## src/design/bpsw_pkg.sv

```systemverilog
// shared types, codes and constants for the bipolar pulse sequencer
package bpsw_pkg;

	// counter widths
	localparam int WIDTH_BITS = 16;
	localparam int IDLE_BITS  = 25;
	localparam int DEAD_BITS  = 8;

	// command codes carried by the mode field
	localparam logic [1:0] MODE_TICK    = 2'd0;
	localparam logic [1:0] MODE_ENABLE  = 2'd1;
	localparam logic [1:0] MODE_DISABLE = 2'd2;
	localparam logic [1:0] MODE_FIRE    = 2'd3;

	// configuration register indexes
	localparam int CFG_IDX_BITS = 2;
	localparam logic [CFG_IDX_BITS-1:0] REG_LEAD_DEAD = 2'd0;
	localparam logic [CFG_IDX_BITS-1:0] REG_MID_DEAD  = 2'd1;
	localparam logic [CFG_IDX_BITS-1:0] REG_IDLE_TMO  = 2'd2;

	// configuration reset values
	localparam logic [DEAD_BITS-1:0] LEAD_DEAD_RST = 8'd1;
	localparam logic [DEAD_BITS-1:0] MID_DEAD_RST  = 8'd2;
	localparam logic [IDLE_BITS-1:0] IDLE_TMO_RST  = 25'd30000000;

	// live configuration seen by the sequencer
	typedef struct packed {
		logic [DEAD_BITS-1:0] lead_dead_us;
		logic [DEAD_BITS-1:0] mid_dead_us;
		logic [IDLE_BITS-1:0] idle_timeout_us;
	} cfg_t;

	// one result beat
	typedef struct packed {
		logic high_side_a;
		logic high_side_b;
		logic low_side_a;
		logic low_side_b;
		logic supply_enable;
		logic busy_res;
		logic fire_rejected;
		logic watchdog_tripped;
	} res_t;

endpackage

```

## src/design/bpsw_cfg.sv

```systemverilog
// configuration register file for the pulse sequencer
module bpsw_cfg (
	input  logic                                clk,
	input  logic                                arst_n,
	input  logic                                cfg_valid,
	output logic                                cfg_ready,
	input  logic [bpsw_pkg::CFG_IDX_BITS-1:0]   cfg_index,
	input  logic [bpsw_pkg::IDLE_BITS-1:0]      cfg_data,
	output bpsw_pkg::cfg_t                      cfg
);
	import bpsw_pkg::*;

	cfg_t cfg_q;

	// always able to take a write
	assign cfg_ready = 1'b1;
	assign cfg      = cfg_q;

	// register writes by index, unknown indexes dropped
	always_ff @(posedge clk or negedge arst_n) begin
		if (!arst_n) begin
			cfg_q.lead_dead_us    <= LEAD_DEAD_RST;
			cfg_q.mid_dead_us     <= MID_DEAD_RST;
			cfg_q.idle_timeout_us <= IDLE_TMO_RST;
		end else if (cfg_valid && cfg_ready) begin
			unique case (cfg_index)
				REG_LEAD_DEAD: cfg_q.lead_dead_us    <= cfg_data[DEAD_BITS-1:0];
				REG_MID_DEAD:  cfg_q.mid_dead_us     <= cfg_data[DEAD_BITS-1:0];
				REG_IDLE_TMO:  cfg_q.idle_timeout_us <= cfg_data;
				default:       ;
			endcase
		end
	end

endmodule

```

## src/design/bpsw_core.sv

```systemverilog
// sequencer state and per-command next-state logic
module bpsw_core (
	input  logic                              clk,
	input  logic                              arst_n,
	input  logic                              accept,
	input  logic [1:0]                        mode,
	input  logic [bpsw_pkg::WIDTH_BITS-1:0]   pulse_width,
	input  bpsw_pkg::cfg_t                    cfg,
	output bpsw_pkg::res_t                    res
);
	import bpsw_pkg::*;

	typedef enum logic [2:0] {
		PH_IDLE,
		PH_LEAD,
		PH_POS,
		PH_MID,
		PH_NEG
	} phase_t;

	phase_t                phase_q, phase_n;
	logic [WIDTH_BITS-1:0] phase_count_q, phase_count_n;
	logic [WIDTH_BITS-1:0] width_hold_q, width_hold_n;
	logic [IDLE_BITS-1:0]  idle_count_q, idle_count_n;
	logic                  supply_on_q, supply_on_n;
	logic [WIDTH_BITS-1:0] count_inc;
	logic [WIDTH_BITS-1:0] cur_len;
	logic [IDLE_BITS-1:0]  idle_inc;
	logic                  rejected;
	logic                  tripped;
	phase_t                adv_phase;
	phase_t                fire_phase;

	// next phase with a nonzero length after p, or idle
	function automatic phase_t next_phase(input phase_t p,
			input logic [DEAD_BITS-1:0] lead, input logic [DEAD_BITS-1:0] mid,
			input logic [WIDTH_BITS-1:0] w);
		phase_t r;
		r = PH_IDLE;
		unique case (p)
			PH_IDLE: begin
				if (lead != '0)    r = PH_LEAD;
				else if (w != '0)  r = PH_POS;
				else if (mid != '0) r = PH_MID;
				else               r = PH_IDLE;
			end
			PH_LEAD: begin
				if (w != '0)        r = PH_POS;
				else if (mid != '0) r = PH_MID;
				else                r = PH_IDLE;
			end
			PH_POS: begin
				if (mid != '0)    r = PH_MID;
				else if (w != '0) r = PH_NEG;
				else              r = PH_IDLE;
			end
			PH_MID: begin
				if (w != '0) r = PH_NEG;
				else         r = PH_IDLE;
			end
			default: r = PH_IDLE;
		endcase
		return r;
	endfunction

	// length of the running phase
	always_comb begin
		case (phase_q)
			PH_LEAD:        cur_len = {{(WIDTH_BITS-DEAD_BITS){1'b0}}, cfg.lead_dead_us};
			PH_MID:         cur_len = {{(WIDTH_BITS-DEAD_BITS){1'b0}}, cfg.mid_dead_us};
			PH_POS, PH_NEG: cur_len = width_hold_q;
			default:        cur_len = '0;
		endcase
	end

	assign count_inc  = phase_count_q + 1'b1;
	assign idle_inc   = (idle_count_q != '1) ? idle_count_q + 1'b1 : idle_count_q;
	assign adv_phase  = next_phase(phase_q, cfg.lead_dead_us, cfg.mid_dead_us, width_hold_q);
	assign fire_phase = next_phase(PH_IDLE, cfg.lead_dead_us, cfg.mid_dead_us, pulse_width);

	// per-command state update
	always_comb begin
		phase_n       = phase_q;
		phase_count_n = phase_count_q;
		width_hold_n  = width_hold_q;
		idle_count_n  = idle_count_q;
		supply_on_n   = supply_on_q;
		rejected      = 1'b0;
		tripped       = 1'b0;
		unique case (mode)
			MODE_TICK: begin
				if (phase_q != PH_IDLE) begin
					phase_count_n = count_inc;
					if (count_inc >= cur_len) begin
						phase_count_n = '0;
						phase_n       = adv_phase;
						if (adv_phase == PH_IDLE) idle_count_n = '0;
					end
				end else if (supply_on_q) begin
					idle_count_n = idle_inc;
					if (idle_inc > cfg.idle_timeout_us) begin
						supply_on_n  = 1'b0;
						idle_count_n = '0;
						tripped      = 1'b1;
					end
				end
			end
			MODE_ENABLE: begin
				supply_on_n  = 1'b1;
				idle_count_n = '0;
			end
			MODE_DISABLE: begin
				supply_on_n   = 1'b0;
				phase_n       = PH_IDLE;
				phase_count_n = '0;
				idle_count_n  = '0;
			end
			MODE_FIRE: begin
				if (!supply_on_q || phase_q != PH_IDLE) begin
					rejected = 1'b1;
				end else begin
					width_hold_n  = pulse_width;
					phase_count_n = '0;
					phase_n       = fire_phase;
					if (fire_phase == PH_IDLE) idle_count_n = '0;
				end
			end
			default: ;
		endcase
	end

	// result fields follow the state after this command
	always_comb begin
		res.high_side_a      = (phase_n == PH_POS);
		res.low_side_b       = (phase_n == PH_POS);
		res.high_side_b      = (phase_n == PH_NEG);
		res.low_side_a       = (phase_n == PH_NEG);
		res.supply_enable    = supply_on_n;
		res.busy_res         = (phase_n != PH_IDLE);
		res.fire_rejected    = rejected;
		res.watchdog_tripped = tripped;
	end

	// state registers, advanced once per accepted beat
	always_ff @(posedge clk or negedge arst_n) begin
		if (!arst_n) begin
			phase_q       <= PH_IDLE;
			phase_count_q <= '0;
			width_hold_q  <= '0;
			idle_count_q  <= '0;
			supply_on_q   <= 1'b0;
		end else if (accept) begin
			phase_q       <= phase_n;
			phase_count_q <= phase_count_n;
			width_hold_q  <= width_hold_n;
			idle_count_q  <= idle_count_n;
			supply_on_q   <= supply_on_n;
		end
	end

endmodule

```

## src/design/bpsw_out.sv

```systemverilog
// result register between the sequencer and the output channel
module bpsw_out (
	input  logic            clk,
	input  logic            arst_n,
	input  logic            load,
	input  bpsw_pkg::res_t  res,
	output logic            out_valid,
	input  logic            out_stall,
	output logic            free,
	output bpsw_pkg::res_t  out_res
);
	import bpsw_pkg::*;

	logic out_valid_q;
	res_t res_q;

	// room for a new beat when empty or draining this cycle
	assign free      = !out_valid_q || !out_stall;
	assign out_valid = out_valid_q;
	assign out_res   = res_q;

	// valid flag
	always_ff @(posedge clk or negedge arst_n) begin
		if (!arst_n) begin
			out_valid_q <= 1'b0;
		end else begin
			out_valid_q <= load || (out_valid_q && out_stall);
		end
	end

	// payload, held while stalled
	always_ff @(posedge clk) begin
		if (load) begin
			res_q <= res;
		end
	end

endmodule

```

## src/design/bipolar_pulse_sequencer_watchdog.sv

```systemverilog
// top level of the bipolar pulse sequencer with idle watchdog
//
//  channel | handshake            | payload
//  --------+----------------------+---------------------------------------------
//  in      | in_valid / in_stall  | mode, pulse_width
//  out     | out_valid / out_stall| gate drives, supply_enable, busy_res, flags
//  cfg     | cfg_valid / cfg_ready| cfg_index, cfg_data
//
// one command per cycle while in_stall is low; its result shows in the cycle after acceptance
// the state update and result compute sit between the state registers and
// the result register, so throughput is one beat per clock unless out_stall holds a result
// in_stall rises only while a result is held and out_stall is high
// reset puts the supply off, the sequencer idle and the config registers at defaults
module bipolar_pulse_sequencer_watchdog (
	input  logic                              clk,
	input  logic                              arst_n,
	input  logic                              in_valid,
	output logic                              in_stall,
	input  logic [1:0]                        mode,
	input  logic [bpsw_pkg::WIDTH_BITS-1:0]   pulse_width,
	output logic                              out_valid,
	input  logic                              out_stall,
	output logic                              high_side_a,
	output logic                              high_side_b,
	output logic                              low_side_a,
	output logic                              low_side_b,
	output logic                              supply_enable,
	output logic                              busy_res,
	output logic                              fire_rejected,
	output logic                              watchdog_tripped,
	input  logic                              cfg_valid,
	output logic                              cfg_ready,
	input  logic [bpsw_pkg::CFG_IDX_BITS-1:0] cfg_index,
	input  logic [bpsw_pkg::IDLE_BITS-1:0]    cfg_data
);
	import bpsw_pkg::*;

	cfg_t cfg;
	res_t res;
	res_t out_res;
	logic free;
	logic accept;

	assign in_stall = !free;
	assign accept   = in_valid && free;

	// configuration registers
	bpsw_cfg u_cfg (
		.clk       (clk),
		.arst_n    (arst_n),
		.cfg_valid (cfg_valid),
		.cfg_ready (cfg_ready),
		.cfg_index (cfg_index),
		.cfg_data  (cfg_data),
		.cfg       (cfg)
	);

	// sequencer state and next-state logic
	bpsw_core u_core (
		.clk         (clk),
		.arst_n      (arst_n),
		.accept      (accept),
		.mode        (mode),
		.pulse_width (pulse_width),
		.cfg         (cfg),
		.res         (res)
	);

	// result register
	bpsw_out u_out (
		.clk       (clk),
		.arst_n    (arst_n),
		.load      (accept),
		.res       (res),
		.out_valid (out_valid),
		.out_stall (out_stall),
		.free      (free),
		.out_res   (out_res)
	);

	assign high_side_a      = out_res.high_side_a;
	assign high_side_b      = out_res.high_side_b;
	assign low_side_a       = out_res.low_side_a;
	assign low_side_b       = out_res.low_side_b;
	assign supply_enable    = out_res.supply_enable;
	assign busy_res         = out_res.busy_res;
	assign fire_rejected    = out_res.fire_rejected;
	assign watchdog_tripped = out_res.watchdog_tripped;

endmodule

```

## config.mk

```make
export PLATFORM = sky130hd
export DESIGN_NAME = bipolar_pulse_sequencer_watchdog
export DESIGN_NICKNAME = d
export VERILOG_FILES = /design/src/design/bpsw_pkg.sv /design/src/design/bpsw_cfg.sv /design/src/design/bpsw_core.sv /design/src/design/bpsw_out.sv /design/src/design/bipolar_pulse_sequencer_watchdog.sv
export SDC_FILE = /design/constraint.sdc
export NUM_CORES = 1
export LEC_CHECK = 0
export BUFFER_PORTS_ARGS = -buffer_cell sky130_fd_sc_hd__buf_2
export CAP_MARGIN = 20
export CORE_UTILIZATION = 65
export DETAILED_ROUTE_END_ITERATION = 7
export PLACE_DENSITY = 0.87
export SKIP_LAST_GASP = 1
export SYNTH_ARGS = -nofsm -noshare
export SYNTH_HDL_FRONTEND = slang
export SYNTH_SLANG_ARGS = --single-unit
```

## constraint.sdc

```tcl
create_clock -name clk -period 6.7 [get_ports clk]
set_input_delay 0.67 -clock clk [delete_from_list [all_inputs] [get_ports clk]]
set_output_delay 0.67 -clock clk [all_outputs]
set_load 0.01 [all_outputs]
```

Yosys cells after proc, flatten, opt, wreduce, memory -nomap -nowiden:

Index checks and enable logic that the tools add are counted.

* bits in writable memories: 0
* ROM bits: 0
* input port bits: 50
* memories kept: 0
* register bits: 109
* bits in latches: 0

* shift-type cells: 0
* mux-type cells: 32
* equality and inequality tests: 18
* multipliers: 0
* order comparisons: 2
* add/sub/neg operators: 2
* bitwise logic cells: 3
* div/mod/pow operators: 0
* reductions and logical operators: 30

Operators with widths (count)
* 2-to-1 mux 25 bit: 8
* one-hot mux 16 bit (3 select lines): 2
* one-hot mux 25 bit (3 select lines): 1
* 2-to-1 mux 16 bit: 3
* nonzero test 16 bit: 2
* 2-to-1 mux 3 bit: 9
* adder 25 x 1 -> 25 bit, second input constant: 1
* greater-than comparator 25 bit: 1
* != test 25 bit, second input constant: 1
* adder 16 x 1 -> 16 bit, second input constant: 1
* greater-or-equal comparator 16 bit: 1
* nonzero test 8 bit: 2
* one-hot mux 3 bit (4 select lines): 1
* == test 3 x 2 -> 1 bit, second input constant: 3
* logical NOT 3 bit: 3
* one-hot mux 3 bit (3 select lines): 1
* nonzero test 3 bit: 3
* == test 2 bit, second input constant: 3
* == test 3 bit, second input constant: 2
* != test 3 bit, second input constant: 2
* AND reduction 2 bit: 3
* AND reduction 6 bit: 1
* 2-to-1 mux 1 bit: 5
* == test 2 x 1 -> 1 bit, second input constant: 2
* other kinds (15): 26

Longest topological paths before layout:

* depth after elaboration: 10
* gate-level depth with buffers: 18

Cells and area by module:

A second synthesis with hierarchy kept.

* cells, all modules: 682
* area total of the unflattened synthesis: 6829.0 sq um

Modules (own cells, without submodules)
* bpsw_core: cells an instance 580, area each 4956.0 sq um, times used 1
* bpsw_cfg: cells an instance 89, area each 1586.5 sq um, times used 1
* bpsw_out: cells an instance 11, area each 276.5 sq um, times used 1
* bipolar_pulse_sequencer_watchdog: cells an instance 2, area each 10.0 sq um, times used 1

Worst setup path after synthesis:

OpenSTA, ideal clock, no wires.

* path type: register -> register
* start: register u_core.idle_count_q[2]
* end: register u_core.idle_count_q[12]
* setup time: 0.126 ns
* path slack: 2.511 ns
* stages on the path, launching flop included: 17
* data arrival time: 4.063 ns
* period minus slack after synthesis: 4.189 ns
* buffers on the path: 3
* cells stage by stage: dfrtp_1 buf_2 and4_1 and4_4 buf_2 a41oi_2 nand4_1 or2_1 xnor2_1 ha_1 nand4_2 or4_4 o311a_1 and2_4 buf_6 and3_1 a221o_1

* longest elaborated chain between the ends: 7
* elaborated cells on any way between the ends: 8
* classes of those cells: add/sub (1); order compare (1); eq/ne (1); mux (5)

Ends and longest elaborated chain
* start: declaration: line bpsw_core.sv:24 `logic [IDLE_BITS-1:0] idle_count_q, idle_count_n;`
* start signal: assignment: line bpsw_core.sv:156 `idle_count_q <= idle_count_n;`
* adder 25 x 1 -> 25 bit / != test 25 bit (equally long branches): line bpsw_core.sv:77 `assign idle_inc = (idle_count_q != '1) ? idle_count_q + 1'b1 : idle_count_q;`
* 2-to-1 mux 25 bit *: line bpsw_core.sv:77
* greater-than comparator 25 bit: line bpsw_core.sv:101 `if (idle_inc > cfg.idle_timeout_us) begin`
* 2-to-1 mux 25 bit *: line bpsw_core.sv:101
* 2-to-1 mux 25 bit *: line bpsw_core.sv:99 `end else if (supply_on_q) begin`
* 2-to-1 mux 25 bit *: line bpsw_core.sv:92 `if (phase_q != PH_IDLE) begin`
* one-hot mux 25 bit (3 select lines) *: line bpsw_core.sv:90 `unique case (mode)`

Mark *: on every way between the ends. The rest lies on a longest branch, timed or not. The select of a mux whose other input is x is not followed.
A chain may end at the register's enable or synchronous reset.

Worst setup path after layout:

* start: register u_core.idle_count_q[12]
* end: register u_core.idle_count_q[6]

The elaborated chain is that of the path after synthesis.

==> metrics.cfg <==
[routing]
drt-initial-drc-count = 608
antenna_left = 0
drc = 0
vias_per_cell = 6.53
vias = 5645
routed_wl_um = 16500
first_pass_iters = 6
detail_route.wl_per_cell_um = 19.1

[yosys]
synth_mux_area_frac = 0.111
ys_types = 67
syn_avg_cell_area_um2 = 9.95
async_flop_share = 0.945
netlist_area_mm2 = 0.00681
ys.flop_type = dfrtp_1
ys_ff_latch = 109
synth_compound_gate_area_share = 0.142
synth_fp_nets = 777
synthCells = 684
synth_top_family_by_area = simple AND/OR/NAND/NOR gates
synth_xor_xnor_area_share = 0.0425
yosys.area_share.simple = 0.174
yosysWarningCount = 0
synth_edf_count = 6
ys_seq_area_frac = 0.407
synth_fa_ha_area_frac = 0.0790

[clock_network]
ctsResizeCount = 0
cts_tree = yes
clk_path_buf_depth = 2
cts_buffers = 9
htreeDepth = 3
path_clk_slew_ns = 0.11
clock-root-buffer = clkbuf_8
post_cts_buffers = 0
cts-hold-fix-buffers = 0
worstSkewPairLatency_ns = 0.42
clock-sinks = 109

[layout]
area_growth_pct = 8.07
finish.instance_area_mm2 = 0.00736
drive_gt1_frac = 0.238
fin_nets = 819
n_antenna_cell = 0

[global_routing]
first_global_vias = 5410
overflow = 0
grt_max_degree = 70
antenna_found_initial = 0
grt.total_usage = 0.315
grt_pass1_wl_um = 26900

[power_and_ir_drop]
ir_drop_mv = 0.259
power_uw = 1830
cellLeakagePower_uw = 0.00336
power_density_mw_per_mm2 = 249

[placement]
post-dp-hpwl_um = 12300
post_dp_cell_area_mm2 = 0.00714
port_buffers = 59
gp_congestion = 0.867

[floorplan]
die_w_um = 104
dieArea_mm2 = 0.0109
fp.dieH_um = 104
pin_count = 61
std_cell_rows = 36
coreArea_mm2 = 0.00995
start_util = 0.684

[setup_path]
crit_path_start_kind = flip-flop
worstPathArrival_ns = 5.18
worst-path-max-fanout = 12
crit_type = reg2reg
cp.required_ns = 7.01
cp-end-kind = flip-flop

[run_status]
outcome = finished clean

[sta]
setup_viol = 0
slew_violations = 0
final-hold-violation-count = 0
finalSetupTns_ns = 0
rsz0062_at_grt = false
relSlewSlack = 0.377
worstMarginPinSlew_ns = 0.932
max_freq_ghz = 0.205
finClkSkew_ns = 0.0112
min_period_ns = 4.87
fin_crit_sh = 0.727

[run]
cap_violations = 0

[hold_path]
hp-class = in2async

worst paths after layout:
| check | startpoint | end | slack, ns | depth (start not counted) |
|---|---|---|---|---|
| worst min register to register | u_cfg.cfg[4] | u_cfg.cfg[4] | 0.52 | 1 |
| worst max register to register | u_core.idle_count_q[12] | u_core.idle_count_q[6] | 1.83 | 14 |
| worst max-delay path | u_core.idle_count_q[12] | u_core.idle_count_q[6] | 1.83 | 14 |
| worst min-delay path | arst_n | u_out.out_valid | 0.20 | 1 |
| min in group clk | in_valid | u_out.out_valid | 0.45 | 2 |
| max in group asynchronous | arst_n | u_cfg.cfg[20] | 5.29 | 2 |
report_power, final:
group | switching, uW | leakage [uW] | internal, uW
registers | 119 | 0.00135 | 784
logic | 289 | 0.00191 | 228
clock network | 262 | 0.0000991 | 148
total | 670 | 0.00336 | 1160
registers in the layout, summed over array words and instances (netlist names):
name                  cells
u_core.supply_on_q        1
u_core.phase_count_q     16
u_core.width_hold_q      16
u_core.phase_q            3
u_out.out_res             6
u_out.out_valid           1
u_cfg.cfg                41
u_core.idle_count_q      25
through the flow:
step | util | setup slack (ns) | hold slack [ns] | cells
2_1_floorplan | - | 2.51 | 0.374 | 684
3_3_place_gp | 0.717 | 2.19 | 0.488 | 845
3_5_place_dp | 0.717 | 1.94 | 0.496 | 845
4_1_cts | 0.736 | 1.90 | 0.203 | 861
5_1_grt | 0.739 | 1.63 | 0.222 | 864
6_report | 0.739 | 1.83 | 0.196 | 864
cell usage after synthesis, drive strengths merged (5+ instances only):
| master | number | area [um^2] |
|---|---|---|
| and3 | 8 | 50.1 |
| nand4 | 26 | 175 |
| nor3 | 13 | 80.1 |
| nand2 | 68 | 255 |
| nor3b | 6 | 45.0 |
| nor4 | 18 | 119 |
| a21oi | 27 | 135 |
| nand3 | 18 | 90.1 |
| a22o | 16 | 140 |
| o211ai | 5 | 37.5 |
| or3 | 5 | 36.3 |
| dfrtp | 91 | 2280 |
| o31ai | 10 | 75.1 |
| xor2 | 9 | 78.8 |
| o21ai | 26 | 130 |
| dfstp | 12 | 315 |
| xnor2 | 24 | 210 |
| clkbuf | 21 | 80.1 |
| nor2 | 36 | 138 |
| a22oi | 9 | 67.6 |
| buf | 12 | 75.1 |
| ha | 43 | 538 |
| edfxtp | 6 | 180 |
| a2bb2oi | 8 | 70.1 |
| inv | 37 | 139 |
| mux2 | 67 | 754 |
| a21o | 9 | 67.6 |
cell type report:
class / instances / area [um^2]
flip-flops and latches: 109 / 2770
well taps: 133 / 166
clock inverters: 6 / 60.1
repair buffers: 64 / 344
multi-input cells: 505 / 3750
clock buffers: 10 / 128
inverters: 37 / 139
fillers: 689 / 2600
cells in the final DEF, fill, tap and decap left out, drive strengths merged, types with 5 or more instances in the layout:
cell type  netlist  routed
ha              43      43
nor4            18      18
nand2           68      68
inv             37      43
a22oi            9       9
nor3            13      13
o31ai           10      10
xor2             9       9
mux2            67      67
xnor2           24      24
edfxtp           6       6
o211ai           5       5
a21oi           27      27
dfstp           12      12
or3              5       5
dfrtp           91      91
a2bb2oi          8       8
nand4           26      26
and3             8       8
clkbuf          21      10
a21o             9       9
nor3b            6       6
buf             12      64
nand3           18      18
o21ai           26      26
a22o            16      16
nor2            36      36
routing by layer:
layer | up-vias | wire length, um | share of wire | track usage
li1 | 2601 | - | - | -
met1 | 2748 | 7170 | 0.43 | 0.436
met2 | 261 | 7770 | 0.47 | 0.487
met3 | 35 | 1260 | 0.076 | 0.0827
met4 | 0 | 315 | 0.019 | 0.0898
met5 | - | 0 | 0 | 0
critical path, stage by stage (launching register included):
cell and delay (ns):
dfrtp_1 0.48, and4_1 0.25, and4_1 0.31, a41oi_2 0.50, nand4_1 0.30, or2_1 0.33
xnor2_1 0.14, ha_1 0.34, nand4_2 0.17, or4_4 0.58, nor4_2 0.21, o311a_1 0.21
and2_4 0.24, nand2b_1 0.34, o31ai_1 0.37
logic make-up (layout without fill, tap and decap cells):
family / count (synthesis) / after routing
AOI/OAI and AO/OA: 138 / 138
xor gates and xnor gates: 33 / 33
adders and majority gates: 43 / 43
buffers and inverters: 70 / 117
DFF: 109 / 109
muxes: 67 / 67
other: 1 / 1
and+or+nand+nor: 223 / 223
Note: power is estimated with default switching activity, not from simulation.
